===== config.mk =====
export PLATFORM = sky130hd
export DESIGN_NAME = clipped_rgb565_blit_writer_top
export DESIGN_NICKNAME = d
export VERILOG_FILES = /design/src/rtl/cbw_pkg.sv /design/src/rtl/clipped_rgb565_blit_writer_top.sv /design/src/rtl/cbw_tile_walker.sv
export SDC_FILE = /design/constraint.sdc
export NUM_CORES = 1
export LEC_CHECK = 0
export BUFFER_PORTS_ARGS = -buffer_cell sky130_fd_sc_hd__buf_2
export CORE_ASPECT_RATIO = 1.4
export CORE_MARGIN = 5
export CORE_UTILIZATION = 55
export CTS_BUF_LIST = sky130_fd_sc_hd__clkbuf_2 sky130_fd_sc_hd__clkbuf_4 sky130_fd_sc_hd__clkbuf_8
export CTS_CLUSTER_DIAMETER = 60
export CTS_CLUSTER_SIZE = 24
export DETAILED_ROUTE_END_ITERATION = 12
export GPL_ROUTABILITY_DRIVEN = 0
export PLACE_DENSITY = 0.9
export SLEW_MARGIN = 10
export SYNTH_ARGS = -nofsm -noshare
export SYNTH_HDL_FRONTEND = slang
export SYNTH_SLANG_ARGS = --single-unit

===== constraint.sdc =====
create_clock -name aclk -period 5.3 [get_ports aclk]
set_clock_uncertainty 0.15 [all_clocks]
set_input_delay 0.53 -clock aclk [delete_from_list [all_inputs] [get_ports aclk]]
set_output_delay 0.53 -clock aclk [all_outputs]
set_load 0.02 [all_outputs]

===== src/rtl/cbw_pkg.sv =====
`timescale 1ns / 1ps
// ----------------------------------------------------------------------------
// cbw_pkg: shared types and constants for the clipped RGB565 blit writer
// Holds the register map, field widths, the tile walker's result type and
// the colour widening function.
// ----------------------------------------------------------------------------
package cbw_pkg;

    localparam int unsigned COORD_W = 12;
    localparam int unsigned POS_W   = 13;
    localparam int unsigned COUNT_W = 11;
    localparam int unsigned FB_W    = 11;
    localparam int unsigned ADDR_W  = 20;
    localparam int unsigned PIX_W   = 16;
    localparam int unsigned COLOR_W = 24;

    localparam logic [COORD_W-1:0] SPAN_LIMIT = 12'd2048;
    localparam logic [4:0]         MASK5      = 5'h1F;
    localparam logic [5:0]         MASK6      = 6'h3F;

    typedef enum logic {
        REG_FB_WIDTH  = 1'b0,
        REG_FB_HEIGHT = 1'b1
    } reg_index_t;

    typedef struct packed {
        logic                     emit;
        logic signed [POS_W-1:0]  col;
        logic signed [POS_W-1:0]  row;
        logic                     done;
    } walk_t;

    function automatic logic [COLOR_W-1:0] widen565(input logic [PIX_W-1:0] c);
        logic [4:0] r5;
        logic [5:0] g6;
        logic [4:0] b5;
        r5 = c[15:11] & MASK5;
        g6 = c[10:5] & MASK6;
        b5 = c[4:0] & MASK5;
        return {r5, r5[4:2], g6, g6[5:4], b5, b5[4:2]};
    endfunction

endpackage


===== src/rtl/clipped_rgb565_blit_writer_top.sv =====
`timescale 1ns / 1ps
// ----------------------------------------------------------------------------
// clipped_rgb565_blit_writer_top: clipped RGB565 to XRGB8888 blit writer
// Walks tiles of RGB565 pixels, clips them against the framebuffer and gives
// one framebuffer write beat per tile pixel.
//
// Channel  Direction  Beat contents
// s_       in         tdata: tile_x, tile_y, tile_w, tile_h, pixel; tuser: tile_start
// m_       out        tdata: address, color; tuser: write_enable; tlast: tile_done
// apb      in         fb_width at 0x0, fb_height at 0x4
//
// One pixel beat is taken every cycle unless a stall on m_ has filled both
// stages; each result is held in the position register, then goes through
// the address multiplier into the output register.
// Reset is synchronous and active low; it empties both stages.
// A stall on m_ holds the output register; s_tready drops in the same cycle
// once the position stage is also full, so up to two beats wait inside.
// ----------------------------------------------------------------------------
module clipped_rgb565_blit_writer_top #(
    parameter int unsigned MAX_FB_DIM = 1024
) (
    input  logic        aclk,
    input  logic        aresetn,
    // tile_x[11:0], tile_y[23:12], tile_w[35:24], tile_h[47:36], pixel[63:48]
    input  logic [63:0] s_tdata,
    // tile_start[0]
    input  logic        s_tuser,
    input  logic        s_tvalid,
    output logic        s_tready,
    // address[19:0], color[43:20], zero fill [47:44]
    output logic [47:0] m_tdata,
    // write_enable[0]
    output logic        m_tuser,
    output logic        m_tlast,
    output logic        m_tvalid,
    input  logic        m_tready,
    input  logic        psel,
    input  logic        penable,
    input  logic        pwrite,
    input  logic [2:0]  paddr,
    input  logic [31:0] pwdata,
    output logic [31:0] prdata,
    output logic        pready
);

    localparam logic [cbw_pkg::FB_W-1:0] FB_RESET =
        cbw_pkg::FB_W'((1024 > MAX_FB_DIM) ? MAX_FB_DIM : 1024);

    logic [cbw_pkg::FB_W-1:0] fb_width_reg, fb_width_next;
    logic [cbw_pkg::FB_W-1:0] fb_height_reg, fb_height_next;
    logic [cbw_pkg::FB_W-1:0] wr_value;
    logic                     wr_en;

    logic                     s_accept;
    logic                     advance;
    cbw_pkg::walk_t           walk;

    logic                             p1_valid_reg, p1_valid_next;
    logic signed [cbw_pkg::POS_W-1:0] p1_col_reg, p1_row_reg;
    logic [cbw_pkg::PIX_W-1:0]        p1_pixel_reg;
    logic                             p1_done_reg;

    logic                             vis;
    logic [2*cbw_pkg::FB_W-1:0]       prod;
    logic [2*cbw_pkg::FB_W-1:0]       lin;
    logic                             out_valid_reg, out_valid_next;
    logic                             out_we_reg;
    logic [cbw_pkg::ADDR_W-1:0]       out_addr_reg;
    logic [cbw_pkg::COLOR_W-1:0]      out_color_reg;
    logic                             out_last_reg;

    // Configuration port.
    assign pready   = 1'b1;
    assign wr_en    = psel && penable && pwrite && pready;
    assign wr_value = (32'(pwdata[cbw_pkg::FB_W-1:0]) > MAX_FB_DIM)
                    ? cbw_pkg::FB_W'(MAX_FB_DIM) : pwdata[cbw_pkg::FB_W-1:0];

    always_comb begin
        fb_width_next  = fb_width_reg;
        fb_height_next = fb_height_reg;
        if (wr_en) begin
            case (cbw_pkg::reg_index_t'(paddr[2]))
                cbw_pkg::REG_FB_WIDTH:  fb_width_next  = wr_value;
                cbw_pkg::REG_FB_HEIGHT: fb_height_next = wr_value;
                default:                fb_width_next  = fb_width_reg;
            endcase
        end
    end

    always_comb begin
        case (cbw_pkg::reg_index_t'(paddr[2]))
            cbw_pkg::REG_FB_WIDTH:  prdata = 32'(fb_width_reg);
            cbw_pkg::REG_FB_HEIGHT: prdata = 32'(fb_height_reg);
            default:                prdata = '0;
        endcase
    end

    // Pipeline control.
    assign advance  = !out_valid_reg || m_tready;
    assign s_tready = !p1_valid_reg || advance;
    assign s_accept = s_tvalid && s_tready;

    cbw_tile_walker u_walker (
        .aclk       (aclk),
        .aresetn    (aresetn),
        .accept     (s_accept),
        .tile_start (s_tuser),
        .tile_x     (s_tdata[11:0]),
        .tile_y     (s_tdata[23:12]),
        .tile_w     (s_tdata[35:24]),
        .tile_h     (s_tdata[47:36]),
        .walk       (walk)
    );

    always_comb begin
        p1_valid_next = p1_valid_reg;
        if (s_tready) begin
            p1_valid_next = s_accept && walk.emit;
        end
    end

    // Clipping, address and colour.
    always_comb begin
        vis  = !p1_col_reg[cbw_pkg::POS_W-1] && !p1_row_reg[cbw_pkg::POS_W-1]
            && (p1_col_reg[cbw_pkg::POS_W-2:0] < {1'b0, fb_width_reg})
            && (p1_row_reg[cbw_pkg::POS_W-2:0] < {1'b0, fb_height_reg});
        prod = {{cbw_pkg::FB_W{1'b0}}, p1_row_reg[cbw_pkg::FB_W-1:0]}
             * {{cbw_pkg::FB_W{1'b0}}, fb_width_reg};
        lin  = prod + {{cbw_pkg::FB_W{1'b0}}, p1_col_reg[cbw_pkg::FB_W-1:0]};
    end

    always_comb begin
        out_valid_next = out_valid_reg;
        if (advance) begin
            out_valid_next = p1_valid_reg;
        end
    end

    always_ff @(posedge aclk) begin
        if (!aresetn) begin
            fb_width_reg  <= FB_RESET;
            fb_height_reg <= FB_RESET;
            p1_valid_reg  <= 1'b0;
            out_valid_reg <= 1'b0;
        end else begin
            fb_width_reg  <= fb_width_next;
            fb_height_reg <= fb_height_next;
            p1_valid_reg  <= p1_valid_next;
            out_valid_reg <= out_valid_next;
        end
    end

    always_ff @(posedge aclk) begin
        if (s_accept) begin
            p1_col_reg   <= walk.col;
            p1_row_reg   <= walk.row;
            p1_pixel_reg <= s_tdata[63:48];
            p1_done_reg  <= walk.done;
        end
        if (advance && p1_valid_reg) begin
            out_we_reg    <= vis;
            out_addr_reg  <= vis ? lin[cbw_pkg::ADDR_W-1:0] : '0;
            out_color_reg <= vis ? cbw_pkg::widen565(p1_pixel_reg) : '0;
            out_last_reg  <= p1_done_reg;
        end
    end

    assign m_tvalid = out_valid_reg;
    assign m_tuser  = out_we_reg;
    assign m_tlast  = out_last_reg;
    assign m_tdata  = {4'b0000, out_color_reg, out_addr_reg};

`ifndef SYNTHESIS
    a_clipped_beat_zero: assert property (@(posedge aclk) disable iff (!aresetn)
        m_tvalid && !m_tuser |-> m_tdata == '0)
        else $error("clipped beat carries a non-zero address or colour");

    a_empty_tile_no_beat: assert property (@(posedge aclk) disable iff (!aresetn)
        s_accept && s_tuser && (s_tdata[35:24] == '0 || s_tdata[47:36] == '0)
        |=> !p1_valid_reg)
        else $error("empty tile produced a pixel in the pipeline");

    a_stage_held: assert property (@(posedge aclk) disable iff (!aresetn)
        p1_valid_reg && !advance |=> p1_valid_reg && $stable(p1_col_reg)
        && $stable(p1_row_reg) && $stable(p1_pixel_reg))
        else $error("position stage lost or changed a pixel during a stall");

    a_visible_in_frame: assert property (@(posedge aclk) disable iff (!aresetn)
        advance && p1_valid_reg && vis |=> m_tuser && m_tvalid)
        else $error("visible pixel did not reach the output as a write");
`endif

endmodule


===== src/rtl/cbw_tile_walker.sv =====
`timescale 1ns / 1ps
// ----------------------------------------------------------------------------
// cbw_tile_walker: tile geometry and column/row counting
// Captures the geometry on the first pixel of a tile, keeps the column and
// row counters and gives the framebuffer position of each accepted pixel.
// ----------------------------------------------------------------------------
module cbw_tile_walker (
    input  logic                               aclk,
    input  logic                               aresetn,
    input  logic                               accept,
    input  logic                               tile_start,
    input  logic [cbw_pkg::COORD_W-1:0]        tile_x,
    input  logic [cbw_pkg::COORD_W-1:0]        tile_y,
    input  logic [cbw_pkg::COORD_W-1:0]        tile_w,
    input  logic [cbw_pkg::COORD_W-1:0]        tile_h,
    output cbw_pkg::walk_t                     walk
);

    logic                          active_reg,   active_next;
    logic [cbw_pkg::COORD_W-1:0]   origin_x_reg, origin_x_next;
    logic [cbw_pkg::COORD_W-1:0]   origin_y_reg, origin_y_next;
    logic [cbw_pkg::COORD_W-1:0]   span_w_reg,   span_w_next;
    logic [cbw_pkg::COORD_W-1:0]   span_h_reg,   span_h_next;
    logic [cbw_pkg::COUNT_W-1:0]   col_count_reg, col_count_next;
    logic [cbw_pkg::COUNT_W-1:0]   row_count_reg, row_count_next;

    logic [cbw_pkg::COORD_W-1:0]   ox, oy, sw, sh;
    logic [cbw_pkg::COUNT_W-1:0]   cc, rc;
    logic [cbw_pkg::COORD_W-1:0]   cc_inc, rc_inc;
    logic                          emit, done;

    always_comb begin
        ox = tile_start ? tile_x : origin_x_reg;
        oy = tile_start ? tile_y : origin_y_reg;
        sw = tile_start ? ((tile_w > cbw_pkg::SPAN_LIMIT) ? cbw_pkg::SPAN_LIMIT : tile_w)
                        : span_w_reg;
        sh = tile_start ? ((tile_h > cbw_pkg::SPAN_LIMIT) ? cbw_pkg::SPAN_LIMIT : tile_h)
                        : span_h_reg;
        cc = tile_start ? '0 : col_count_reg;
        rc = tile_start ? '0 : row_count_reg;
        cc_inc = {1'b0, cc} + 12'd1;
        rc_inc = {1'b0, rc} + 12'd1;
        emit = tile_start ? ((sw != '0) && (sh != '0)) : active_reg;
        done = (cc_inc == sw) && (rc_inc == sh);

        walk.emit = emit;
        walk.col  = $signed({ox[cbw_pkg::COORD_W-1], ox}) + $signed({2'b00, cc});
        walk.row  = $signed({oy[cbw_pkg::COORD_W-1], oy}) + $signed({2'b00, rc});
        walk.done = done;
    end

    always_comb begin
        active_next    = active_reg;
        origin_x_next  = origin_x_reg;
        origin_y_next  = origin_y_reg;
        span_w_next    = span_w_reg;
        span_h_next    = span_h_reg;
        col_count_next = col_count_reg;
        row_count_next = row_count_reg;
        if (accept) begin
            if (tile_start) begin
                origin_x_next = ox;
                origin_y_next = oy;
                span_w_next   = sw;
                span_h_next   = sh;
            end
            if (emit) begin
                active_next = !done;
                if (done) begin
                    col_count_next = '0;
                    row_count_next = '0;
                end else if (cc_inc >= sw) begin
                    col_count_next = '0;
                    row_count_next = rc_inc[cbw_pkg::COUNT_W-1:0];
                end else begin
                    col_count_next = cc_inc[cbw_pkg::COUNT_W-1:0];
                    row_count_next = rc;
                end
            end else if (tile_start) begin
                active_next    = 1'b0;
                col_count_next = '0;
                row_count_next = '0;
            end
        end
    end

    always_ff @(posedge aclk) begin
        if (!aresetn) begin
            active_reg    <= 1'b0;
            origin_x_reg  <= '0;
            origin_y_reg  <= '0;
            span_w_reg    <= '0;
            span_h_reg    <= '0;
            col_count_reg <= '0;
            row_count_reg <= '0;
        end else begin
            active_reg    <= active_next;
            origin_x_reg  <= origin_x_next;
            origin_y_reg  <= origin_y_next;
            span_w_reg    <= span_w_next;
            span_h_reg    <= span_h_next;
            col_count_reg <= col_count_next;
            row_count_reg <= row_count_next;
        end
    end

endmodule


==> results of run 1 <==
==> kinds of logic after synthesis <==
group                      Yosys count
AOI/OAI and AO/OA                  243
xor gates and xnor gates            57
adders and majority gates          199
buffers and inverters              285
DFF                                176
muxes                               37
other                                2
and+or+nand+nor                    544
==> metrics by stage <==
| step | power [mW] | cells | hold WS [ns] |
|---|---|---|---|
| after floorplan | 2.02 | 1567 | 0.250 |
| after global placement | 2.16 | 1970 | 0.279 |
| after detailed placement | 2.19 | 1970 | 0.286 |
| after CTS | 3.10 | 2018 | 0.0341 |
| after global routing | 3.29 | 2031 | 0.0297 |
| final | 3.15 | 2031 | 0.0598 |
==> power by group through the flow <==
stage | clock, mW | combinational, mW | sequential [mW]
2_1_floorplan | 0 | 0.457 | 1.56
3_3_place_gp | 0 | 0.608 | 1.55
3_5_place_dp | 0 | 0.637 | 1.56
4_1_cts | 0.912 | 0.665 | 1.52
5_1_grt | 0.968 | 0.797 | 1.53
6_report | 0.899 | 0.725 | 1.52
==> cell type report <==
cell class | count | area (sq um)
clock buffer | 20 | 269
clock inverter | 12 | 97.6
fill | 1884 | 8990
inverter | 181 | 679
multi-input combinational | 1106 | 8560
sequential | 176 | 4340
tap | 315 | 394
timing repair buffer | 221 | 1340
==> placed cells by master (no fill, tap or decap), types with 10 or more instances in the layout <==
cell type  count
buf_4         70
xor2_1        18
a21o_1        12
nor3_1        19
clkbuf_8      19
conb_1        26
nor2b_1       44
nand2b_1      10
buf_2        142
nand2_1      239
mux2_2        25
o21ai_0       40
ha_4          10
and3_1        10
a22oi_1       15
o21a_1        11
nand4_1       14
nand3_1       16
ha_1          96
dfxtp_1       89
nor2_1        77
inv_2         13
inv_1        167
xnor2_1       38
edfxtp_1      81
a21oi_1      101
fa_1          84
and2_1        65
mux2i_1       12
==> metal layers <==
metal  up-vias  track usage [%]  share of wire (%)
met5         -                0                  0
met4         0             13.7                5.9
met2       597             43.2                 51
met1      5512             26.9                 36
met3       194             4.42                6.9
li1       5355                -                  -
==> worst paths after layout <==
kind                            cells past startpoint          endpoint           from  slack (ns)
worst max-delay path                               21  out_addr_reg[17]  p1_row_reg[3]       -0.07
worst max register to register                     21  out_addr_reg[17]  p1_row_reg[3]       -0.07
worst min register to register                      0           m_tlast    p1_done_reg        0.30
worst min-delay path                                1  p1_pixel_reg[12]    s_tdata[60]        0.06
==> critical path, cell delays in order, from the launching register on <==
cell	delay, ns
edfxtp_1	0.46
buf_6	0.16
buf_6	0.12
nand2_4	0.06
fa_1	0.44
fa_1	0.54
inv_2	0.05
fa_2	0.47
fa_1	0.52
inv_1	0.06
fa_1	0.49
inv_2	0.05
ha_4	0.23
buf_6	0.12
a21oi_2	0.14
o21ai_2	0.08
o41ai_2	0.42
o21ai_1	0.15
buf_4	0.16
buf_6	0.11
xnor2_2	0.10
nor2_1	0.05
==> repair_timing <==
action | 4_1_cts | 5_1_grt
resized for setup | 26 | 52
pin swaps | 28 | 46
endpoints found under the setup margin | 5 | 8
setup buffers | 16 | 13
==> results.md, run 1 <==
- Router iterations before antenna repair: 5
- Number of clock sinks: 176
- Area leader, netlist: edfxtp_1
- PortBufs: 142
- Cts hold-fix bufs: 0
- Sw Ratio: 31.8%
- Peak supply drop: 0.000163 V
- Post-layout minimum cycle time: 5.37 ns
- Sequential fraction of the synthesis area: 31.6%
- Critical Path End Type: register
- Core ar.: 24700 sq um
- Initial antenna violation count: 0
- Startpoint types: register
- Vias in the first global route: 11889
- Die W: 144 um
- Via density: 5.74
- Cell row count: 68
- Ys flop type: dfxtp_1
- Initial cell density of the core: 55.6%
- Combinational share of power: 23.0%
- Synth cell types: 69
- Cts bufs inserted: 17
- Reg power frac: 48.4%
- Post-synth EDFFs: 81
- Die area: 28300 sq um
- Complex-gate fraction of the synthesized area: 10.9%
- Final Cell Area: 15700 sq um
- Clock transition at path regs: 0.12 ns
- Via count: 11658
- Status: finished, violations left
- Share of cells above drive strength 1: 20.7%
- Chip height: 197 um
- Worst-Margin Slew: 0.907 ns
- Setup WS post-layout: -0.0689 ns
- DP Worst Slack: -0.232 ns
- Failing checks: setup timing
- Dpl cell area: 14800 sq um
- Clk root buf: clkbuf_8
- Routed WL: 35600 um
- Max Fanout on Critical Path: 4
- Power per standard cell area: 201 nW/um^2
- Endpoints failing hold: 0
- Average routed wire per standard cell: 17.5 um
- Bufs on Longest Clock Path: 2
- Count leader, synth: nand2_1
- Mux cell area share after synthesis: 2.93%
- Largest family of logic cells by synthesized area: adder cells
- First-pass GRT wire length: 55600 um
- Ratio of final minimum period to clock period: 101%
- Overflow left after global routing: 0
- I/O pins: 192
- Cell Area, Synth: 13700 sq um
- Synthesized flop and latch total: 176
- DRC Markers: 0
- Xor/xnor share of the synthesized area: 3.64%
- Syn_area_per_cell: 8.90 sq um
- Clock power share: 28.6%
- Total track usage: 24.3%
- Leakage power: 7.01 nW
- Hold WC Path Type: primary input to register
- Drt initial violations: 819
- Ant diodes: 0
- Power Internal: 2.15 mW
- CTS HTree Levels: 4
- # setup viols final: 2
- WP data required: 5.37 ns
- Final nets: 2009
- Max Transition Viols Final: 0
- RSZ-0062 raised after global routing: true
- Ys async rst share: 0%
- Max reg flops: 20
- Remaining antenna violation count: 0
- Area growth syn-to-layout: 14.3%
- Max-cap violations: 0
- Setup TNS: -0.126 ns
- Slew headroom: 39.3%
- CP arrival: 5.44 ns
- Adder-Cell Fraction of Synth Area: 23.2%
- Clock Latency Late Sink: 0.48 ns
- Yosys top cell area share: 17.7%
- NetSw: 1.00 mW
- Largest net degree at the start of global routing: 63
- Synth cell count leaders: nand2_1, inv_1, ha_1
- Critical path class: register to register
- Fmax: 0.186 GHz
- Mapped Cells: 1543
- Final Core Density: 63.6%
- Ranking of synthesized cells by area: edfxtp_1, dfxtp_1, fa_1
- CTS tree: built
- Synthesis Warnings: 0
- Dpl hpwl: 25600 um
- Synth Area in Simple Gates: 19.0%
No activity file was read; power rests on OpenSTA's default activity.
==> inputs of run 2 (changes only) <==
--- a/config.mk
+++ b/config.mk
@@ -15,6 +15,7 @@
 export DETAILED_ROUTE_END_ITERATION = 12
 export GPL_ROUTABILITY_DRIVEN = 0
 export PLACE_DENSITY = 0.9
+export SKIP_LAST_GASP = 1
 export SLEW_MARGIN = 10
 export SYNTH_ARGS = -nofsm -noshare
 export SYNTH_HDL_FRONTEND = slang
==> run 2 against run 1 <==
Compared with the run above: the flow still finishes with violations (setup timing); worst hold slack got worse by 0.0014 ns; total power about the same; design area hardly changed; first-iteration DRC count increased by 0.24%; final cell count did not move; via count about the same; utilization hardly changed; global-route usage unchanged; sequential power about the same; combinational power about the same.
==> results.md, run 2 (synthesized netlist as in run 1, its figures left out) <==
- Final Cell Area: 15700 sq um (about the same)
- Bufs on Longest Clock Path: 2 (unchanged)
- Post-layout minimum cycle time: 5.39 ns (was 5.37 ns)
- Die area: 28300 sq um (unchanged)
- Final Power: 3.15 mW (about the same)
- Area of the multi-input gates: 8560 sq um (unchanged)
- CTS HTree Levels: 4 (unchanged)
- Routed WL: 35700 um (was 35600 um)
- Fin Hold WS: 0.0584 ns (was 0.0598 ns)
- Clk root buf: clkbuf_8 (unchanged)
- Layout fillers: 1886 (was 1884)
- Critical path class: register to register (unchanged)
- Via count: 11667 (was 11658)
- Setup WS post-layout: -0.0890 ns (was -0.0689 ns)
- Setup TNS: -0.147 ns (was -0.126 ns)
- Clock transition at path regs: 0.12 ns (about the same)
- RSZ-0062 raised after global routing: true (unchanged)
- Average routed wire per standard cell: 17.6 um (was 17.5 um)
- Max Transition Viols Final: 0 (unchanged)
- Worst-Margin Slew: 0.904 ns (was 0.907 ns)
- Slew headroom: 39.5% (was 39.3%)
- Hold Path End: p1_pixel_reg[12] (unchanged)
- Fmax: 0.186 GHz (about the same)
- R2R Setup Slk: -0.09 ns (was -0.07 ns)
- PortBufs: 142 (unchanged)
- Failing checks: setup timing (unchanged)
- Final Core Density: 63.6% (about the same)
- Status: finished, violations left (unchanged)
- Total track usage: 24.3% (unchanged)
- Max Fanout on Critical Path: 4 (unchanged)
- Core ar.: 24700 sq um (unchanged)
- Endpoints failing hold: 0 (unchanged)
- Remaining antenna violation count: 0 (unchanged)
- DRC Markers: 0 (unchanged)
- Largest net degree at the start of global routing: 63 (unchanged)
- Leading cell type in the layout, fill and taps excluded: nand2_1 (unchanged)
- Hold WC Path Type: primary input to register (unchanged)
- Dpl hpwl: 25600 um (unchanged)
- I/O pins: 192 (unchanged)
- Most frequent cells in the layout: nand2_1, inv_1, buf_2 (unchanged)
- Cell row count: 68 (unchanged)
- Hold Crit Depth: 1 (unchanged)
- # setup viols final: 2 (unchanged)
- Router iterations before antenna repair: 7 (was 5)
- Power per standard cell area: 201 nW/um^2 (about the same)
- Hold path startpoint: s_tdata[60] (unchanged)
- First-pass GRT wire length: 55600 um (unchanged)
- WP data required: 5.37 ns (about the same)
- Dpl cell area: 14800 sq um (unchanged)
- Via density: 5.74 (about the same)
- Critical Path End Type: register (unchanged)
- Number of clock sinks: 176 (unchanged)
- Ant diodes: 0 (unchanged)
- Leakage power: 7.00 nW (was 7.01 nW)
- Max-cap violations: 0 (unchanged)
- Final nets: 2009 (unchanged)
- Ratio of final minimum period to clock period: 102% (was 101%)
- Overflow left after global routing: 0 (unchanged)
- Share of cells above drive strength 1: 20.7% (unchanged)
- Chip height: 197 um (unchanged)
- CTS tree: built (unchanged)
- Die W: 144 um (unchanged)
- Max reg flops: 20 (unchanged)
- Area growth syn-to-layout: 14.2% (was 14.3%)
- Startpoint types: register (unchanged)
- Vias in the first global route: 11889 (unchanged)
- Initial antenna violation count: 0 (unchanged)
- CP arrival: 5.46 ns (was 5.44 ns)
- Peak supply drop: 0.000163 V (about the same)
- R2R depth: 21 (unchanged)
- RR Endpoint: out_addr_reg[17] (unchanged)
- Cts bufs inserted: 17 (unchanged)
- Clock Latency Late Sink: 0.49 ns (was 0.48 ns)
- Drt initial violations: 821 (was 819)
- FF+latch area: 4340 sq um (unchanged)
- Initial cell density of the core: 55.6% (unchanged)
- Worst flop-to-flop path startpoint: p1_row_reg[3] (unchanged)
- Cts hold-fix bufs: 0 (unchanged)
## run 2: worst max-delay path by stage
| stage | depth (start not counted) | slack [ns] | endpoint | startpoint |
|---|---|---|---|---|
| 5_1_grt | 20 | -0.25 | out_addr_reg[19] | p1_row_reg[3] |
| 3_5_place_dp | 19 | -0.23 | out_addr_reg[19] | fb_width_reg[4] |
| 3_3_place_gp | 18 | -0.003 | out_addr_reg[18] | p1_row_reg[7] |
| 4_1_cts | 17 | 0.004 | out_addr_reg[19] | p1_row_reg[3] |
| 2_1_floorplan | 19 | 0.01 | out_addr_reg[19] | p1_row_reg[5] |
| 6_report | 21 | -0.09 | out_addr_reg[17] | p1_row_reg[3] |
## run 2: critical path, stage by stage (launching register included)
cell,delay (ns)
edfxtp_1,0.46
buf_6,0.16
buf_6,0.12
nand2_4,0.06
fa_1,0.44
fa_1,0.54
inv_2,0.05
fa_2,0.47
fa_1,0.52
inv_1,0.06
fa_1,0.49
inv_2,0.05
ha_4,0.23
buf_6,0.12
a21oi_2,0.14
o21ai_2,0.08
o41ai_2,0.42
o21ai_1,0.15
buf_4,0.15
buf_4,0.13
xnor2_2,0.10
nor2_1,0.05
## run 2: repair_timing
item                       4_1_cts  5_1_grt
pin swaps                       28       45
setup buffers                   16       13
gates resized for setup         26       51
setup endpoints to repair        5        8
## run 2: metrics by stage
stage	instances	setup slack, ns
global route	2031	-0.253
finish	2031	-0.0890
floorplan	1567	0.00971
detailed placement	1970	-0.232
CTS	2018	0.00446
global placement	1970	-0.00339
## run 2: cell type report
class	instances	area share [%]
clock inverters	12	0.622
inverters	181	4.33
well taps	315	2.51
repair buffers	221	8.50
clock buffers	20	1.72
flip-flops and latches	176	27.7
multi-input cells	1106	54.6
## run 2: where the power goes
| group | switching (mW) | internal [mW] | total [mW] |
|---|---|---|---|
| clock | 0.534 | 0.366 | 0.900 |
| combinational | 0.431 | 0.295 | 0.726 |
| sequential | 0.0386 | 1.49 | 1.52 |
## run 2: per-layer routing
layer	vias to the layer above	part of all wire (%)	GRT usage [%]
li1	5359	-	-
met1	5510	36	26.9
met2	604	52	43.2
met3	194	7.0	4.42
met4	0	5.8	13.7
met5	-	0	0
==> inputs of run 3 (changes only) <==
--- a/config.mk
+++ b/config.mk
@@ -5,6 +5,7 @@
 export SDC_FILE = /design/constraint.sdc
 export NUM_CORES = 1
 export LEC_CHECK = 0
+export ABC_AREA = 1
 export BUFFER_PORTS_ARGS = -buffer_cell sky130_fd_sc_hd__buf_2
 export CORE_ASPECT_RATIO = 1.4
 export CORE_MARGIN = 5
==> run 3 against run 2 <==
Compared with the run above: the run now ends clean; combinational power grew 57%; global-route usage shrank 0.73 points; total power is 15% higher; highest routed layer unchanged.
==> results.md, run 3 <==
- WP data required: 5.38 ns (was 5.37 ns)
- Clk root buf: clkbuf_8 (unchanged)
- Sw Ratio: 36.6% (was 31.9%)
- Share of cells above drive strength 1: 14.4% (was 20.7%)
- Synthesis Warnings: 0 (unchanged)
- Power Internal: 2.29 mW (was 2.15 mW)
- Average routed wire per standard cell: 15.6 um (was 17.6 um)
- Post-synth EDFFs: 81 (unchanged)
- # setup viols final: 0 (was 2)
- Total track usage: 23.5% (was 24.3%)
- Mapped Cells: 1833 (was 1543)
- CTS HTree Levels: 4 (unchanged)
- Ratio of final minimum period to clock period: 99.3% (was 102%)
- Most frequent cells in the layout: nand2_1, inv_1, a21oi_1 (was nand2_1, inv_1, buf_2)
- Ys async rst share: 0% (unchanged)
- Startpoint types: register (unchanged)
- Die W: 145 um (was 144 um)
- Overflow left after global routing: 0 (unchanged)
- Critical path class: register to register (unchanged)
- Via density: 5.48 (was 5.74)
- Bufs on Longest Clock Path: 2 (unchanged)
- Leakage power: 8.06 nW (was 7.00 nW)
- Routing usage on met2: 42.8% (was 43.2%)
- Setup TNS: 0 ns (was -0.147 ns)
- Core ar.: 25400 sq um (was 24700 sq um)
- Synthesized flop and latch total: 176 (unchanged)
- Max reg flops: 20 (unchanged)
- CTS tree: built (unchanged)
- DRC Markers: 0 (unchanged)
- Dpl hpwl: 26900 um (was 25600 um)
- Clock transition at path regs: 0.10 ns (was 0.12 ns)
- Yosys top cell area share: 17.3% (was 17.7%)
- Met1 GRT Util: 27.0% (was 26.9%)
- Largest net degree at the start of global routing: 77 (was 63)
- Initial cell density of the core: 55.6% (about the same)
- Cell row count: 69 (was 68)
- Max Fanout on Critical Path: 8 (was 4)
- Ranking of synthesized cells by area: edfxtp_1, dfxtp_1, fa_1 (unchanged)
- First-pass GRT wire length: 56500 um (was 55600 um)
- Hold WC Path Type: primary input to register (unchanged)
- Worst-Margin Slew: 1.03 ns (was 0.904 ns)
- Router iterations before antenna repair: 6 (was 7)
- Met3 usage: 4.49% (was 4.42%)
- Drt initial violations: 1313 (was 821)
- Max-cap violations: 0 (unchanged)
- Area growth syn-to-layout: 12.1% (was 14.2%)
- PortBufs: 142 (unchanged)
- Routed WL: 36000 um (was 35700 um)
- Initial antenna violation count: 0 (unchanged)
- Ys flop type: dfxtp_1 (unchanged)
- Max Transition Viols Final: 0 (unchanged)
- I/O pins: 192 (unchanged)
- Synth cell types: 42 (was 69)
- CP arrival: 5.34 ns (was 5.46 ns)
- Cts hold-fix bufs: 0 (unchanged)
- Leading cell type in the layout, fill and taps excluded: nand2_1 (unchanged)
- Ant diodes: 0 (unchanged)
- Final nets: 2289 (was 2009)
- Slew headroom: 31.2% (was 39.5%)
- Number of clock sinks: 176 (unchanged)
- Chip height: 199 um (was 197 um)
- Synth cell count leaders: nand2_1, inv_1, a21oi_1 (was nand2_1, inv_1, ha_1)
- Syn_area_per_cell: 7.69 sq um (was 8.90 sq um)
- Combinational share of power: 31.6% (was 23.0%)
- Critical Path End Type: register (unchanged)
- Remaining antenna violation count: 0 (unchanged)
- Reg power frac: 43.0% (was 48.4%)
- Cts bufs inserted: 17 (unchanged)
- Via count: 12696 (was 11667)
- Power per standard cell area: 229 nW/um^2 (was 201 nW/um^2)
- Count leader, synth: nand2_1 (unchanged)
- Final Core Density: 62.2% (was 63.6%)
- Post-layout minimum cycle time: 5.26 ns (was 5.39 ns)
- Area leader, netlist: edfxtp_1 (unchanged)
- Cell Area, Synth: 14100 sq um (was 13700 sq um)
- Peak supply drop: 0.000178 V (was 0.000163 V)
- GR peak layer: met2 (unchanged)
- Clock Latency Late Sink: 0.49 ns (about the same)
- Die area: 29000 sq um (was 28300 sq um)
- Clock power share: 25.4% (was 28.6%)
- Sequential fraction of the synthesis area: 30.7% (was 31.6%)
- Status: finished, final reports clean (was finished, violations left)
- Endpoints failing hold: 0 (unchanged)
- Fmax: 0.190 GHz (was 0.186 GHz)
- Vias in the first global route: 12521 (was 11889)
- NetSw: 1.32 mW (was 1.00 mW)
-- run 3: per-stage QoR --
| stage | worst slack [ns] | power, mW | hold slack, ns | cell area [sq um] | cells |
|---|---|---|---|---|---|
| 5_1_grt | -0.190 | 3.83 | 0.0303 | 15800 | 2315 |
| 6_report | 0.0392 | 3.61 | 0.0712 | 15800 | 2315 |
| 2_1_floorplan | 0.153 | 2.31 | 0.250 | 14200 | 1857 |
| 3_3_place_gp | 0.0153 | 2.56 | 0.255 | 15200 | 2272 |
| 4_1_cts | 0.00706 | 3.53 | 0.0428 | 15600 | 2307 |
| 3_5_place_dp | -0.105 | 2.62 | 0.257 | 15200 | 2272 |
-- run 3: what timing repair did --
item | CTS | global route
buffers inserted | 3 | 8
endpoints found under the setup margin | 4 | 7
gates cloned | 0 | 0
pin swaps | 0 | 10
gates resized for setup | 4 | 34
-- run 3: power groups by stage --
stage,clock [mW],combinational (mW),sequential (mW)
2_1_floorplan,0,0.736,1.58
3_3_place_gp,0,0.980,1.58
3_5_place_dp,0,1.03,1.58
4_1_cts,0.932,1.05,1.55
5_1_grt,0.990,1.28,1.56
6_report,0.916,1.14,1.55
-- run 3: per-layer routing --
layer | part of all wire, % | up-vias
met5 | 0 | -
met4 | 4.1 | 0
met3 | 8.6 | 141
met2 | 51 | 661
met1 | 36 | 5885
li1 | - | 6009
-- run 3: worst paths after layout --
path,start,end,slack [ns],depth (start not counted)
worst max-delay path,fb_width_reg[6],out_addr_reg[14],0.04,21
worst min-delay path,s_tdata[49],p1_pixel_reg[1],0.07,1
worst max register to register,fb_width_reg[6],out_addr_reg[14],0.04,21
worst min register to register,p1_done_reg,m_tlast,0.28,0
-- run 3: logic make-up (layout without fill, tap and decap cells) --
logic type	Yosys count	in the layout	synth area share (%)
compound gates	343	343	12.7
other cells	2	26	0.0533
fa+ha+maj	199	199	22.6
xor+xnor	47	47	2.92
simple gates	593	593	17.3
buf+inv	473	612	13.8
flops	176	176	30.7
-- run 3: worst max-delay path, stage by stage (launching register included) --
cell      delay, ns
dfxtp_1        0.57
nand2_1        0.18
fa_1           0.56
inv_1          0.07
ha_1           0.32
inv_1          0.07
fa_1           0.52
inv_1          0.05
fa_1           0.56
inv_1          0.07
fa_1           0.52
inv_1          0.04
ha_1           0.35
a21oi_2        0.13
o21ai_0        0.08
buf_4          0.16
a21boi_2       0.15
o21ai_1        0.10
buf_4          0.15
xor2_1         0.13
inv_1          0.05
nor2_1         0.03
-- run 3: final cells by class --
type / count / area [sq um]
clock inverters: 15 / 145
well taps: 319 / 399
repair buffers: 214 / 1260
fillers: 2037 / 9580
clock buffers: 17 / 234
inverters: 366 / 1370
multi-input cells: 1208 / 8040
flip-flops and latches: 176 / 4340
